### src/hdl/mems_pkg.sv
package mems_pkg;

  typedef enum logic [2:0] {
    PH_IDLE    = 3'd0,
    PH_EXPLORE = 3'd1,
    PH_RETURN  = 3'd2,
    PH_SPEED   = 3'd3,
    PH_DONE    = 3'd4
  } phase_e;

  typedef enum logic [1:0] {
    ST_PLAN     = 2'd0,
    ST_APPROACH = 2'd1,
    ST_TURN     = 2'd2,
    ST_MOVE     = 2'd3
  } step_e;

  typedef enum logic [2:0] {
    CMD_NONE     = 3'd0,
    CMD_FORWARD  = 3'd1,
    CMD_APPROACH = 3'd2,
    CMD_RIGHT    = 3'd3,
    CMD_LEFT     = 3'd4,
    CMD_AROUND   = 3'd5
  } cmd_e;

  typedef enum logic [1:0] {
    MAP_NONE   = 2'd0,
    MAP_GOAL   = 2'd1,
    MAP_RETURN = 2'd2,
    MAP_PESS   = 2'd3
  } map_e;

  typedef enum logic {
    OP_TICK  = 1'b0,
    OP_BEGIN = 1'b1
  } op_e;

  typedef enum logic {
    REG_SPEED_RUN_EN    = 1'b0,
    REG_APPROACH_ENABLE = 1'b1
  } reg_idx_e;

  typedef struct packed {
    logic       op;
    logic       motion_busy;
    logic [1:0] heading;
    logic       at_goal;
    logic       at_start;
    logic [1:0] dir_explore;
    logic [1:0] dir_return;
    logic [1:0] dir_speed;
  } item_t;

  typedef struct packed {
    cmd_e   command;
    phase_e phase_now;
    map_e   map_request;
    logic   record_walls;
    logic   clear_map;
  } result_t;

  typedef struct packed {
    phase_e     phase;
    step_e      step;
    logic [1:0] target_heading;
  } state_t;

  typedef struct packed {
    logic speed_run_en;
    logic approach_enable;
  } cfg_t;

endpackage

### src/hdl/maze_explore_move_sequencer.sv
// Move sequencer for a maze-exploring robot. One item (a begin event or a
// tick) is accepted per clock cycle with no bubbles while the result side
// does not stall; each item yields exactly one result item through the input
// register, one pass of the step logic and the result register. The
// phase/step state from that pass is committed as the item enters the result
// register. Backpressure on the result side stalls the input side through the
// same two registers. Configuration writes are always ready and take effect
// on the next cycle; write them only while no item is in flight.
module maze_explore_move_sequencer (
  input  logic       clk_i,
  input  logic       rst_ni,

  input  logic       in_valid_i,
  output logic       in_stall_o,
  input  logic       op_i,
  input  logic       motion_busy_i,
  input  logic [1:0] heading_i,
  input  logic       at_goal_i,
  input  logic       at_start_i,
  input  logic [1:0] dir_explore_i,
  input  logic [1:0] dir_return_i,
  input  logic [1:0] dir_speed_i,

  output logic       out_valid_o,
  input  logic       out_stall_i,
  output logic [2:0] command_o,
  output logic [2:0] phase_now_o,
  output logic [1:0] map_request_o,
  output logic       record_walls_o,
  output logic       clear_map_o,

  input  logic       cfg_valid_i,
  output logic       cfg_ready_o,
  input  logic       cfg_index_i,
  input  logic       cfg_data_i
);

  mems_pkg::cfg_t    cfg;
  mems_pkg::item_t   item_q;
  mems_pkg::state_t  state_q, state_d;
  mems_pkg::result_t res_q, res_d;
  logic              item_valid_q;
  logic              out_valid_q;
  logic              adv;
  logic              in_take;

  mems_cfg_regs u_cfg (
    .clk_i       (clk_i),
    .rst_ni      (rst_ni),
    .cfg_valid_i (cfg_valid_i),
    .cfg_ready_o (cfg_ready_o),
    .cfg_index_i (cfg_index_i),
    .cfg_data_i  (cfg_data_i),
    .cfg_o       (cfg)
  );

  mems_step_logic u_step (
    .item_i   (item_q),
    .state_i  (state_q),
    .cfg_i    (cfg),
    .state_o  (state_d),
    .result_o (res_d)
  );

  // registered item moves into the result register when that one is free
  assign adv        = item_valid_q && (!out_valid_q || !out_stall_i);
  assign in_stall_o = item_valid_q && !adv;
  assign in_take    = in_valid_i && !in_stall_o;

  always_ff @(posedge clk_i or negedge rst_ni) begin
    if (!rst_ni) begin
      item_valid_q         <= 1'b0;
      out_valid_q          <= 1'b0;
      state_q.phase        <= mems_pkg::PH_IDLE;
      state_q.step         <= mems_pkg::ST_PLAN;
      state_q.target_heading <= 2'd0;
    end else begin
      if (in_take) begin
        item_valid_q <= 1'b1;
      end else if (adv) begin
        item_valid_q <= 1'b0;
      end
      if (adv) begin
        out_valid_q <= 1'b1;
        state_q     <= state_d;
      end else if (!out_stall_i) begin
        out_valid_q <= 1'b0;
      end
    end
  end

  always_ff @(posedge clk_i) begin
    if (in_take) begin
      item_q <= '{op:          op_i,
                  motion_busy: motion_busy_i,
                  heading:     heading_i,
                  at_goal:     at_goal_i,
                  at_start:    at_start_i,
                  dir_explore: dir_explore_i,
                  dir_return:  dir_return_i,
                  dir_speed:   dir_speed_i};
    end
    if (adv) begin
      res_q <= res_d;
    end
  end

  assign out_valid_o    = out_valid_q;
  assign command_o      = res_q.command;
  assign phase_now_o    = res_q.phase_now;
  assign map_request_o  = res_q.map_request;
  assign record_walls_o = res_q.record_walls;
  assign clear_map_o    = res_q.clear_map;

endmodule

### src/hdl/mems_cfg_regs.sv
module mems_cfg_regs (
  input  logic               clk_i,
  input  logic               rst_ni,
  input  logic               cfg_valid_i,
  output logic               cfg_ready_o,
  input  logic               cfg_index_i,
  input  logic               cfg_data_i,
  output mems_pkg::cfg_t     cfg_o
);

  mems_pkg::cfg_t cfg_q, cfg_d;

  assign cfg_ready_o = 1'b1;

  always_comb begin
    cfg_d = cfg_q;
    if (cfg_valid_i) begin
      unique case (mems_pkg::reg_idx_e'(cfg_index_i))
        mems_pkg::REG_SPEED_RUN_EN:    cfg_d.speed_run_en    = cfg_data_i;
        mems_pkg::REG_APPROACH_ENABLE: cfg_d.approach_enable = cfg_data_i;
        default: cfg_d = cfg_q;
      endcase
    end
  end

  always_ff @(posedge clk_i or negedge rst_ni) begin
    if (!rst_ni) begin
      cfg_q.speed_run_en    <= 1'b0;
      cfg_q.approach_enable <= 1'b1;
    end else begin
      cfg_q <= cfg_d;
    end
  end

  assign cfg_o = cfg_q;

endmodule

### src/hdl/mems_step_logic.sv
module mems_step_logic (
  input  mems_pkg::item_t   item_i,
  input  mems_pkg::state_t  state_i,
  input  mems_pkg::cfg_t    cfg_i,
  output mems_pkg::state_t  state_o,
  output mems_pkg::result_t result_o
);

  // quarter turns from heading to target, mod 4; zero and two both pivot around
  function automatic mems_pkg::cmd_e pivot_cmd(input logic [1:0] diff);
    mems_pkg::cmd_e c;
    unique case (diff)
      2'd1:    c = mems_pkg::CMD_RIGHT;
      2'd3:    c = mems_pkg::CMD_LEFT;
      default: c = mems_pkg::CMD_AROUND;
    endcase
    return c;
  endfunction

  logic       active;
  logic       stop;
  logic [1:0] dir;
  logic [1:0] plan_diff;
  logic [1:0] pivot_diff;

  assign active     = (state_i.phase != mems_pkg::PH_IDLE) &&
                      (state_i.phase != mems_pkg::PH_DONE);
  assign pivot_diff = state_i.target_heading - item_i.heading;

  always_comb begin
    state_o  = state_i;
    result_o = '{command:      mems_pkg::CMD_NONE,
                 phase_now:    mems_pkg::PH_IDLE,
                 map_request:  mems_pkg::MAP_NONE,
                 record_walls: 1'b0,
                 clear_map:    1'b0};
    stop      = 1'b0;
    dir       = item_i.dir_speed;
    plan_diff = '0;

    if (mems_pkg::op_e'(item_i.op) == mems_pkg::OP_BEGIN) begin
      state_o.phase      = mems_pkg::PH_EXPLORE;
      state_o.step       = mems_pkg::ST_PLAN;
      result_o.clear_map = 1'b1;
    end else if (active && !item_i.motion_busy) begin
      unique case (state_i.step)
        mems_pkg::ST_APPROACH: begin
          result_o.command = pivot_cmd(pivot_diff);
          state_o.step     = mems_pkg::ST_TURN;
        end
        mems_pkg::ST_TURN: begin
          result_o.command = mems_pkg::CMD_FORWARD;
          state_o.step     = mems_pkg::ST_MOVE;
        end
        mems_pkg::ST_MOVE: begin
          state_o.step = mems_pkg::ST_PLAN;
        end
        default: begin
          result_o.record_walls = 1'b1;
          // arrival handling first; planning then uses the updated phase
          if (state_i.phase == mems_pkg::PH_EXPLORE && item_i.at_goal) begin
            if (!cfg_i.speed_run_en) begin
              state_o.phase = mems_pkg::PH_DONE;
              stop          = 1'b1;
            end else begin
              state_o.phase = mems_pkg::PH_RETURN;
            end
          end else if (state_i.phase == mems_pkg::PH_RETURN && item_i.at_start) begin
            state_o.phase = mems_pkg::PH_SPEED;
          end else if (state_i.phase == mems_pkg::PH_SPEED && item_i.at_goal) begin
            state_o.phase = mems_pkg::PH_DONE;
            stop          = 1'b1;
          end

          if (!stop) begin
            priority if (state_o.phase == mems_pkg::PH_EXPLORE) begin
              result_o.map_request = mems_pkg::MAP_GOAL;
              dir                  = item_i.dir_explore;
            end else if (state_o.phase == mems_pkg::PH_RETURN) begin
              result_o.map_request = mems_pkg::MAP_RETURN;
              dir                  = item_i.dir_return;
            end else begin
              result_o.map_request = mems_pkg::MAP_PESS;
              dir                  = item_i.dir_speed;
            end
            state_o.target_heading = dir;
            plan_diff              = dir - item_i.heading;
            priority if (plan_diff == 2'd0) begin
              result_o.command = mems_pkg::CMD_FORWARD;
              state_o.step     = mems_pkg::ST_MOVE;
            end else if (cfg_i.approach_enable) begin
              result_o.command = mems_pkg::CMD_APPROACH;
              state_o.step     = mems_pkg::ST_APPROACH;
            end else begin
              result_o.command = pivot_cmd(plan_diff);
              state_o.step     = mems_pkg::ST_TURN;
            end
          end
        end
      endcase
    end

    result_o.phase_now = state_o.phase;
  end

endmodule
### config.mk
export PLATFORM = sky130hd
export DESIGN_NAME = maze_explore_move_sequencer
export DESIGN_NICKNAME = d
export VERILOG_FILES = /design/src/hdl/mems_pkg.sv /design/src/hdl/maze_explore_move_sequencer.sv /design/src/hdl/mems_cfg_regs.sv /design/src/hdl/mems_step_logic.sv
export SDC_FILE = /design/constraint.sdc
export NUM_CORES = 1
export LEC_CHECK = 0
export BUFFER_PORTS_ARGS = -buffer_cell sky130_fd_sc_hd__buf_2
export CORE_MARGIN = 2
export CORE_UTILIZATION = 35
export DETAILED_ROUTE_END_ITERATION = 7
export SKIP_CTS_REPAIR_TIMING = 1
export SLEW_MARGIN = 15
export SYNTH_ARGS = -nofsm -noshare
export SYNTH_HDL_FRONTEND = slang
export SYNTH_SLANG_ARGS = --single-unit
### constraint.sdc
create_clock -name clk_i -period 2.85 [get_ports clk_i]
set_input_delay 0.4275 -clock clk_i [delete_from_list [all_inputs] [get_ports clk_i]]
set_output_delay 0.4275 -clock clk_i [all_outputs]
set_load 0.02 [all_outputs]
==> After elaboration in Yosys (flattened, before gate mapping) <==
Index checks and enable logic that the tools add are counted.
{ "word_totals": {"register_bits": 33, "output_inout_bits": 13, "elab_cells": 111} }
{ "classes": {"add_sub_neg": 2, "n_eq_ne": 15, "muxes": 42, "bitwise_logic": 5, "n_reduce_logical": 26} }
{ "op_table": {"columns": ["operator", "count"], "rows": [
  ["$mux W3", 11],
  ["$mux W2", 9],
  ["$mux W1", 15],
  ["$pmux W3 S2", 2],
  ["$eq A3 B2 Y1 const B", 3],
  ["$pmux W3 S3", 1],
  ["$eq A2 B2 Y1 const B", 4],
  ["$logic_and A1 B1 Y1", 8],
  ["$mux W7", 1],
  ["$reduce_or A7 Y1", 1],
  ["$eq A2 B1 Y1 const B", 3],
  ["$eq A3 B1 Y1 const B", 2],
  ["$pmux W2 S3", 1],
  ["$reduce_or A6 Y1", 1],
  ["$logic_not A1 Y1", 5],
  ["$mux W5", 1],
  ["$ne A5 B2 Y1 const B", 1],
  ["$not A1 Y1", 5],
  ["$reduce_and A5 Y1", 1],
  ["$mux W4", 1],
  ["$reduce_and A2 Y1", 2],
  ["$reduce_bool A2 Y1", 2],
  ["$sub A2 B2 Y2", 2],
  ["$ne A3 B3 Y1 const B", 1],
  ["other kinds (7)", 7]
]} }

==> Depth between registers and ports, before layout <==
Gate-level depths: netlist of run 1.
{ "logic_depth": {"ltp_word": 22, "ltp_mapped": 12, "ltp_nobuf": 11} }

==> Modules after synthesis <==
Synthesis of run 1 repeated with hierarchy kept, for this count alone.
{ "hier_totals": {"hier_cells": 133, "hier_area_um2": 1686.6} }
{ "by_module_without_submodules": {"columns": ["module", "n_inst", "cells_each", "area_per_inst_um2"], "rows": [
  ["maze_explore_move_sequencer", 1, 44, 1013.5],
  ["mems_step_logic", 1, 81, 574.3],
  ["mems_cfg_regs", 1, 8, 98.8]
]} }

==> Least setup slack after synthesis of run 1 <==
OpenSTA, ideal clock, no wires.
{ "synth_path": {"path_kind": "register to register", "start": "reg state_q[4] in the netlist's numbering", "end": "reg res_q (netlist bit command_o[0]) (data pin)", "setup_time_ns": 0.261, "arrival_ns": 2.318, "required_ns": 2.589, "slack_ns": 0.271, "stages_incl_launch_ff": 11, "n_path_buf": 1, "period_less_slack_ns": 2.579, "path_cell_list": "dfrtp_1 -> buf_4 -> or3b_1 -> a21oi_1 -> mux2i_1 -> nor2_1 -> a21oi_1 -> ha_1 -> and3_1 -> a211o_1 -> o311a_1"} }
{ "synth_between": {"elab_chain_cells": 22} }
{ "synth_lines": {"columns": ["element", "line", "rtl"], "rows": [
  ["start: declaration", "maze_explore_move_sequencer.sv:40", "mems_pkg::state_t state_q, state_d;"],
  ["start signal: assignment", "maze_explore_move_sequencer.sv:85", "state_q <= state_d;"],
  ["$eq A3 B2 Y1", "mems_step_logic.sv:70", "end else if (state_i.phase == mems_pkg::PH_SPEED && item_i.at_goal) begin"],
  ["$logic_and A1 B1 Y1", "mems_step_logic.sv:70", null],
  ["$mux W3", "mems_step_logic.sv:70", null],
  ["$mux W3", "mems_step_logic.sv:68", "end else if (state_i.phase == mems_pkg::PH_RETURN && item_i.at_start) begin"],
  ["$mux W3", "mems_step_logic.sv:61", "if (state_i.phase == mems_pkg::PH_EXPLORE && item_i.at_goal) begin"],
  ["$mux W3", "mems_step_logic.sv:46", "unique case (state_i.step)"],
  ["$mux W3", "mems_step_logic.sv:45", "end else if (active && !item_i.motion_busy) begin"],
  ["$mux W3", "mems_step_logic.sv:41", "if (mems_pkg::op_e'(item_i.op) == mems_pkg::OP_BEGIN) begin"],
  ["(+6 left out)", null, null],
  ["$mux W2", "mems_step_logic.sv:41", null],
  ["$sub A2 B2 Y2", "mems_step_logic.sv:87", "plan_diff = dir - item_i.heading;"],
  ["$eq A2 B2 Y1 or $eq A2 B1 Y1 (tied branches)", "mems_step_logic.sv:12", "unique case (diff)"],
  ["$pmux W3 S2", "mems_step_logic.sv:12", null],
  ["$mux W3", "mems_step_logic.sv:91", "end else if (cfg_i.approach_enable) begin"],
  ["$mux W3", "mems_step_logic.sv:88", "priority if (plan_diff == 2'd0) begin"],
  ["$mux W3", "mems_step_logic.sv:75", "if (!stop) begin"],
  ["$pmux W3 S3", "mems_step_logic.sv:46", null],
  ["end signal: assignment", "maze_explore_move_sequencer.sv:104", "res_q <= res_d;"],
  ["end: declaration", "maze_explore_move_sequencer.sv:41", "mems_pkg::result_t res_q, res_d;"]
]} }
Parallel ways exist; a longest one is shown, timed or not. The select of a mux whose other input is x is not followed.
A chain may end at the register's enable or synchronous reset.

==> Final worst setup path of run 1 <==
{ "layout_path": {"start": "reg state_q[5] in the netlist's numbering", "end": "reg res_q (netlist bit command_o[0]) (data pin)"} }
Same word-level chain as after synthesis.

==> impl_metrics.ini, run 1 <==
[placed_design]
globalplace.congestion = 0.864
portBuffers = 30
place_area_um2 = 1920
dp_slack_ns = 0.106
dp_hpwl_mm = 2.55

[setup_path]
r2r-end = command_o[0]$_SDFFCE_PP0P_
required_ns = 2.88
worst_path_largest_cell_delay_ns = 0.43
rr_worst_depth = 9
crit_buf_inv = 0
path_cells = or3b_1 -> a21oi_2 -> mux2i_1 -> nor2_1 -> a21oi_1 -> ha_2 -> and3_1 -> a211o_1 -> o311a_1
r2r_start = state_q[5]$_DFFE_PN0P_
crit_path_top_delay_cell = dfrtp_1
crit_start = state_q[5]$_DFFE_PN0P_
crit_family = compound AO/OA/AOI/OAI gates
r2r_slack_ns = 0.16
crit_type = reg2reg
crit_cells = 9
cp.arrival_ns = 2.71
critPathMaxFanout = 6
crit_path_start_kind = flop
endpoint = command_o[0]$_SDFFCE_PP0P_
endpoint_kind = flop

[floorplanning]
ios = 32
die_x_um = 73.4
dieArea_um2 = 5390
start_util_pct = 36.0
die_y_um = 73.4
coreArea_um2 = 4690
rows = 25

[sta]
min_period_ns = 2.69
timing.final.crit_share_pct = 94.2
setup_ws_ns = 0.164
finalSetupTns_ns = 0
maxSlewHeadroom_pct = 63.5
fin_skew_ns = 0.00701
drv_slew = 0
tightest_slew_ns = 0.538
fmax_ghz = 0.372
hold_viol_final = 0
rsz0062_at_grt = no
finalSetupViolations = 0

[final_layout]
n_antenna_cell = 0
ff_latch_area_um2 = 937
multi_input_area_um2 = 712
drive_above_1_share_pct = 27.3
nFillCells = 442
fin_area_um2 = 2030
area_growth_pct = 20.2
nets = 211

[logic_synthesis]
synth_edf_count = 22
ys.flop_type = edfxtp_1
ys_seq_area_share_pct = 55.5
synthesis.area_um2 = 1690
async_reset_ff_share_pct = 33.3
syn_inst = 148
syn_nets = 173
yosys_register_bits = 33
synth_area_per_cell_um2 = 11.4
ys_types = 45
synth_warnings = 0

[power_and_ir_drop]
total_power_w = 0.00143
p_leak_nw = 0.856
pwr-share-clk_pct = 29.3
switching_share_pct = 30.0
sequentialPowerShare_pct = 42.9
combPwrFrac_pct = 27.8
p_sw_w = 0.000430
peakVddDrop_mv = 0.306
powerDensity_nw_per_um2 = 705
p_int_w = 0.00100

[global_routing]
grt_pass1_wl_mm = 5.37
antenna_found_initial = 0
grt_use_total_pct = 13.0
grt_pass1_vias = 1187
grt.overflow.total = 0
grt_max_degree = 14

[route]
drcViolationCount = 0
wl_per_cell_um = 13.8
routed_wl_mm = 3.33
vias = 1231
vias_per_cell = 5.11
antenna_left = 0
dr.pass1.iters = 4
drtIter0Drc = 130

[cts]
clkTransAtPathRegs_ns = 0.07
cts_buffers = 5
cts-htree-levels = 2
cts_buffer_depth = 2
cts_root_buf = clkbuf_8
cts.sink_count = 33
worstSkewPairLatency_ns = 0.28
cts_tree = built

[hold_path]
hold_class = in2async

[flow_run]
maxCapViolCount = 0

[status]
status = finished, final reports clean
[cells in the mapped netlist (2+ instances only)]
| master | n | area, um2 |
|---|---|---|
| buf_4 | 2 | 15.0 |
| nor2b_1 | 6 | 37.5 |
| nand2b_1 | 3 | 18.8 |
| xor2_1 | 3 | 26.3 |
| a21oi_1 | 7 | 35.0 |
| mux2_2 | 4 | 45.0 |
| nand2_1 | 15 | 56.3 |
| nor3b_1 | 2 | 15.0 |
| a211o_1 | 2 | 17.5 |
| xnor2_1 | 2 | 17.5 |
| o21ai_0 | 5 | 25.0 |
| edfxtp_1 | 22 | 661 |
| nor2_1 | 15 | 56.3 |
| ha_1 | 6 | 75.1 |
| a31oi_1 | 2 | 12.5 |
| nor3_1 | 2 | 10.0 |
| and3_1 | 2 | 12.5 |
| dfrtp_1 | 10 | 250 |
| nand3_1 | 3 | 15.0 |
| nand4b_1 | 2 | 17.5 |
| mux2i_1 | 3 | 30.0 |
| inv_1 | 7 | 26.3 |
[cell type report]
type	instances	area share, %
Timing Repair Buffer	34	8.88
Sequential cell	33	46.2
Multi-Input combinational cell	105	35.1
Inverter	7	1.29
Tap cell	54	3.33
Clock buffer	6	3.58
Clock inverter	2	1.66
[logic make-up (layout without fill, tap and decap cells)]
group           after synthesis  after routing  synth area share [%]
simple gates                 57             57                  17.7
flops                        33             33                  55.5
compound gates               28             28                  11.4
buf+inv                      10             49                  2.67
mux                           7              7                  4.45
fa+ha+maj                     6              6                  4.45
xor+xnor                      6              6                  3.56
other cells                   1              1                 0.222
[worst min path at each step]
stage | startpoint | endpoint | slack, ns | cells past startpoint
after floorplan | rst_ni | item_valid_q$_DFFE_PN0P_ | 0.13 | 0
after global placement | rst_ni | state_q[6]$_DFFE_PN0P_ | 0.33 | 1
after detailed placement | rst_ni | state_q[6]$_DFFE_PN0P_ | 0.33 | 1
after CTS | rst_ni | state_q[3]$_DFFE_PN0P_ | 0.02 | 1
after global routing | rst_ni | item_valid_q$_DFFE_PN0P_ | 0.02 | 1
final | rst_ni | state_q[6]$_DFFE_PN0P_ | 0.02 | 1
[power by group through the flow]
stage	sequential [W]	clock [W]	combinational [W]
2_1_floorplan	0.000631	0	0.000275
3_3_place_gp	0.000621	0	0.000386
3_5_place_dp	0.000624	0	0.000389
4_1_cts	0.000614	0.000430	0.000392
5_1_grt	0.000621	0.000442	0.000442
6_report	0.000614	0.000420	0.000398
[cell usage in the layout, fill, tap and decap left out, drive strengths merged, types with 2 or more instances in the layout]
cell type,instances
ha,6
xor2,3
nor3,2
a221o,2
nor2b,6
a211o,2
nor2,15
buf,34
mux2i,3
nand3,3
dfrtp,10
edfxtp,22
or3b,2
mux2,4
clkbuf,6
nor3b,2
a31oi,2
nand4b,2
xnor2,3
nand2,15
and3,2
nand2b,3
o21ai,6
inv,7
a21oi,7
[flip-flops by register name (all words and copies together) (netlist names)]
register        flops
clear_map_o         1
out_valid_o         1
item_valid_q        1
state_q             7
item_q             12
phase_now_o         3
command_o           3
record_walls_o      1
u_cfg.cfg_o         2
map_request_o       2
[metrics by stage]
step / utilization, % / hold slack (ns) / std cells
detailed placement: 40.9 / 0.325 / 233
floorplan: - / 0.132 / 148
global route: 43.3 / 0.0240 / 241
CTS: 43.1 / 0.0185 / 241
finish: 43.3 / 0.0161 / 241
global placement: 40.9 / 0.328 / 233
[metal layers]
| metal | global-route usage, % | vias up | routed length (um) |
|---|---|---|---|
| li1 | - | 611 | - |
| met1 | 18.1 | 576 | 1630 |
| met2 | 19.1 | 40 | 1470 |
| met3 | 3.57 | 4 | 191 |
| met4 | 4.85 | 0 | 33 |
| met5 | 0 | - | 0 |
No activity file was read; power rests on OpenSTA's default activity.
==> run 2, diff against run 1 <==
--- a/config.mk
+++ b/config.mk
@@ -7,2 +7,3 @@
 export LEC_CHECK = 0
+export ABC_CLOCK_PERIOD_IN_PS = 2850
 export BUFFER_PORTS_ARGS = -buffer_cell sky130_fd_sc_hd__buf_2
==> constraint.sdc (replaced) <==
create_clock -name clk_i -period 2.85 [get_ports clk_i]
set_input_delay 0.285 -clock clk_i [delete_from_list [all_inputs] [get_ports clk_i]]
set_output_delay 0.285 -clock clk_i [all_outputs]
set_load 0.02 [all_outputs]
==> impl_metrics.ini, run 2 (synthesized netlist as in run 1, its figures left out) <==
[sta]
finalSetupTns_ns = 0
timing.final.crit_share_pct = 94.1
rsz0062_at_grt = no
maxSlewHeadroom_pct = 63.5
drv_slew = 0
tightest_slew_ns = 0.538
whs_ns = 0.178
hold_viol_final = 0
min_period_ns = 2.68
finalSetupViolations = 0
fmax_ghz = 0.373
fin_skew_ns = 0.00427

[route]
vias_per_cell = 5.12
dr.pass1.iters = 4
vias = 1239
wl_per_cell_um = 13.8
antenna_left = 0
drcViolationCount = 0
routed_wl_mm = 3.33
drtIter0Drc = 114

[final_layout]
nets = 212
drive_above_1_share_pct = 27.1
largest_reg_flops = 12
layout_common_cells = buf_2 (30), edfxtp_1 (22), nor2_1 (15), nand2_1 (15), dfrtp_1 (10)
layout_commonest_cell = buf_2
area_growth_pct = 20.8
finalNonFillerCells = 242
nFillCells = 441
reg_top3 = item_q: 12 flops, state_q: 7 flops
fin_util_pct = 43.5
regMostFlops = item_q
n_antenna_cell = 0

[cts]
clkTransAtPathRegs_ns = 0.06
cts.sink_count = 33
worstSkewPairLatency_ns = 0.28
cts_buffers = 5
cts-htree-levels = 2
cts_root_buf = clkbuf_8
cts_tree = built
cts_buffer_depth = 2

[flow_run]
maxCapViolCount = 0

[floorplanning]
ios = 32
dieArea_um2 = 5390
start_util_pct = 36.0
die_y_um = 73.4
rows = 25
die_x_um = 73.4
coreArea_um2 = 4690

[setup_path]
crit_path_start_kind = flop
crit_type = reg2reg
worst_path_largest_cell_delay_ns = 0.43
endpoint_kind = flop
critPathMaxFanout = 6
required_ns = 2.88
crit_buf_inv = 0
path_cells = or3b_1 -> a21oi_2 -> mux2i_1 -> nor2_1 -> a21oi_1 -> ha_2 -> and3_1 -> a211o_1 -> o311a_1
cp.arrival_ns = 2.71
crit_family = compound AO/OA/AOI/OAI gates
crit_path_top_delay_cell = dfrtp_1

[global_routing]
grt_max_degree = 14
grt_pass1_wl_mm = 5.37
antenna_found_initial = 0
grt_use_total_pct = 13.0
grt.overflow.total = 0
grt_pass1_vias = 1187

[placed_design]
portBuffers = 30
globalplace.congestion = 0.864
dp_hpwl_mm = 2.55
dp_cells = 233

[hold_path]
hold_class = in2reg

[power_and_ir_drop]
switching_share_pct = 29.9
p_leak_nw = 0.861
p_int_w = 0.00100
sequentialPowerShare_pct = 43.0
peakVddDrop_mv = 0.304
p_sw_w = 0.000427
combPwrFrac_pct = 27.9
pwr-share-clk_pct = 29.1
powerDensity_nw_per_um2 = 701

[status]
status = finished, final reports clean
-- run 2: cell count changes in the layout (fill, tap and decap cells not counted) --
cell	before	now
dlygate4sd3_1	0	1
-- run 2: power groups by stage --
stage	sequential (W)	clock, W	combinational [W]
2_1_floorplan	0.000631	0	0.000275
3_3_place_gp	0.000621	0	0.000386
3_5_place_dp	0.000624	0	0.000389
4_1_cts	0.000614	0.000430	0.000392
5_1_grt	0.000621	0.000442	0.000443
6_report	0.000614	0.000417	0.000399
-- run 2: cell type report --
type / instances / area (um2) / area share (%)
multi-input cells: 105 / 712 / 34.9
repair buffers: 35 / 190 / 9.33
clock buffers: 6 / 72.6 / 3.56
clock inverters: 2 / 33.8 / 1.66
inverters: 7 / 26.3 / 1.29
well taps: 54 / 67.6 / 3.31
flip-flops and latches: 33 / 937 / 46.0
-- run 2: worst paths after layout --
kind,cells past startpoint,startpoint,slack (ns),end
max in group asynchronous,2,rst_ni,2.15,u_cfg.cfg_o[0]$_DFFE_PN1P_
hold reg to reg,1,item_valid_q$_DFFE_PN0P_,0.50,out_valid_o$_DFFE_PN0P_
setup reg to reg,9,state_q[5]$_DFFE_PN0P_,0.17,command_o[0]$_SDFFCE_PP0P_
hold / removal,1,dir_return_i[1],0.18,item_q[3]$_DFFE_PP_
setup / recovery,9,state_q[5]$_DFFE_PN0P_,0.17,command_o[0]$_SDFFCE_PP0P_
min in group asynchronous,2,rst_ni,0.42,state_q[3]$_DFFE_PN0P_
-- run 2: layer usage --
| metal | routed length, um | global-route usage [%] | up-vias |
|---|---|---|---|
| li1 | - | - | 612 |
| met1 | 1620 | 18.1 | 582 |
| met2 | 1490 | 19.1 | 39 |
| met3 | 183 | 3.57 | 6 |
| met4 | 37 | 4.85 | 0 |
| met5 | 0 | 0 | - |
-- run 2: stage by stage --
step	instance area, um2	total power, W	setup slack [ns]
2_1_floorplan	1690	0.000906	0.271
3_3_place_gp	1920	0.00101	0.259
3_5_place_dp	1920	0.00101	0.106
4_1_cts	2020	0.00144	0.0844
5_1_grt	2040	0.00151	0.00731
6_report	2040	0.00143	0.169
==> run 3, diff against run 2 <==
BUFFER_PORTS_ARGS = unset   (was -buffer_cell sky130_fd_sc_hd__buf_2)
DONT_BUFFER_PORTS = 1   (was unset)
==> impl_metrics.ini, run 3 (synthesized netlist as in run 1, its figures left out) <==
[status]
status = finished, final reports clean

[setup_path]
rr_worst_depth = 9
required_ns = 2.88
cp.arrival_ns = 2.69
crit_type = reg2reg
r2r_slack_ns = 0.18
crit_path_start_kind = flop
r2r-end = command_o[0]$_SDFFCE_PP0P_
r2r_start = state_q[4]$_DFFE_PN0P_
endpoint_kind = flop
critPathMaxFanout = 9

[final_layout]
regMostFlops = item_q
layout_common_cells = edfxtp_1 (22), nor2_1 (15), nand2_1 (15)
nFillCells = 448
area_growth_pct = 9.86
drive_above_1_share_pct = 13.5
fin_util_pct = 39.5
largest_reg_flops = 12
reg_top3 = item_q: 12 flops, state_q: 7 flops
nets = 180
n_antenna_cell = 0
layout_commonest_cell = edfxtp_1
fin_area_um2 = 1850

[sta]
hold_viol_final = 0
timing.final.crit_share_pct = 93.6
fmax_ghz = 0.375
tightest_slew_ns = 0.595
fin_skew_ns = 0.00362
min_period_ns = 2.67
rsz0062_at_grt = no
maxSlewHeadroom_pct = 60.2
drv_slew = 0
setup_ws_ns = 0.183
finalSetupTns_ns = 0
finalSetupViolations = 0

[placed_design]
dp_hpwl_mm = 2.43
dp_slack_ns = 0.0733
place_area_um2 = 1750
globalplace.congestion = 0.923
portBuffers = 0

[cts]
worstSkewPairLatency_ns = 0.28
clkTransAtPathRegs_ns = 0.07
cts_buffer_depth = 2
cts_buffers = 5
cts-htree-levels = 2
cts.sink_count = 33
cts_tree = built
cts_root_buf = clkbuf_8

[global_routing]
grt_pass1_vias = 1129
grt_use_total_pct = 12.9
antenna_found_initial = 0
grt_pass1_wl_mm = 5.28
grt.overflow.total = 0
grt_max_degree = 14

[hold_path]
holdCritStartpoint = heading_i[0]
hold_depth = 0
min_to = item_q[8]$_DFFE_PP_
hold_class = in2reg

[floorplanning]
dieArea_um2 = 5390
start_util_pct = 36.0
ios = 32
die_x_um = 73.4
rows = 25
coreArea_um2 = 4690
die_y_um = 73.4

[route]
routed_wl_mm = 3.32
drcViolationCount = 0
vias = 1160
antenna_left = 0
vias_per_cell = 5.52
wl_per_cell_um = 15.8
dr.pass1.iters = 4
drtIter0Drc = 108

[power_and_ir_drop]
total_power_w = 0.00132
p_leak_nw = 0.718
powerDensity_nw_per_um2 = 710
peakVddDrop_mv = 0.361

[flow_run]
maxCapViolCount = 0
run 3: changes by cell type in the layout (fill, tap and decap cells not counted):
cell	before	now
dfrtp_1	10	9
a21oi_2	1	2
buf_4	4	2
dfrtp_2	0	1
clkbuf_1	1	2
clkinv_1	1	0
a21oi_1	6	5
clkinv_2	0	1
bufinv_16	1	0
buf_2	30	0
run 3: metrics by stage:
| step | hold WS [ns] | instances |
|---|---|---|
| global placement | -0.0103 | 201 |
| global route | 0.0798 | 210 |
| floorplan | -0.0106 | 148 |
| detailed placement | -0.0103 | 201 |
| CTS | -0.311 | 209 |
| finish | 0.0989 | 210 |
run 3: routing by layer:
metal / GRT usage (%) / wire, um / vias up
met1: 18.7 / 1610 / 553
met2: 17.5 / 1400 / 51
li1: - / - / 549
met5: 0 / 0 / -
met4: 4.65 / 63 / 0
met3: 5.08 / 253 / 7
run 3: critical path, stage by stage, from the launching register on:
cell	delay [ns]
dfrtp_1	0.46
or3b_1	0.41
a21oi_2	0.22
mux2i_1	0.21
nor2_1	0.06
a21oi_2	0.14
ha_2	0.33
and3_1	0.17
a211o_1	0.29
o311a_1	0.12
run 3: how the worst max path moves through the flow:
stage / from / to / slack, ns
4_1_cts: state_q[5]$_DFFE_PN0P_ / command_o[0]$_SDFFCE_PP0P_ / 0.06
5_1_grt: state_q[4]$_DFFE_PN0P_ / command_o[0]$_SDFFCE_PP0P_ / 0.07
2_1_floorplan: state_q[4]$_DFFE_PN0P_ / command_o[0]$_SDFFCE_PP0P_ / 0.27
3_3_place_gp: state_q[4]$_DFFE_PN0P_ / command_o[0]$_SDFFCE_PP0P_ / 0.21
3_5_place_dp: state_q[5]$_DFFE_PN0P_ / command_o[1]$_SDFFCE_PP0P_ / 0.07
6_report: state_q[4]$_DFFE_PN0P_ / command_o[0]$_SDFFCE_PP0P_ / 0.18
run 3: report_power, final:
group / leakage [nW] / internal [W] / switching (W)
Sequential: 0.346 / 0.000578 / 0.0000625
Clock: 0.0422 / 0.000171 / 0.000159
Combinational: 0.329 / 0.000145 / 0.000200
run 3: cell type report:
type	count	area, um2	area share (%)
clock buffers	7	76.3	4.12
repair buffers	3	25.0	1.35
multi-input cells	105	716	38.6
clock inverters	1	5.00	0.270
flip-flops and latches	33	938	50.6
well taps	54	67.6	3.64
inverters	7	26.3	1.42
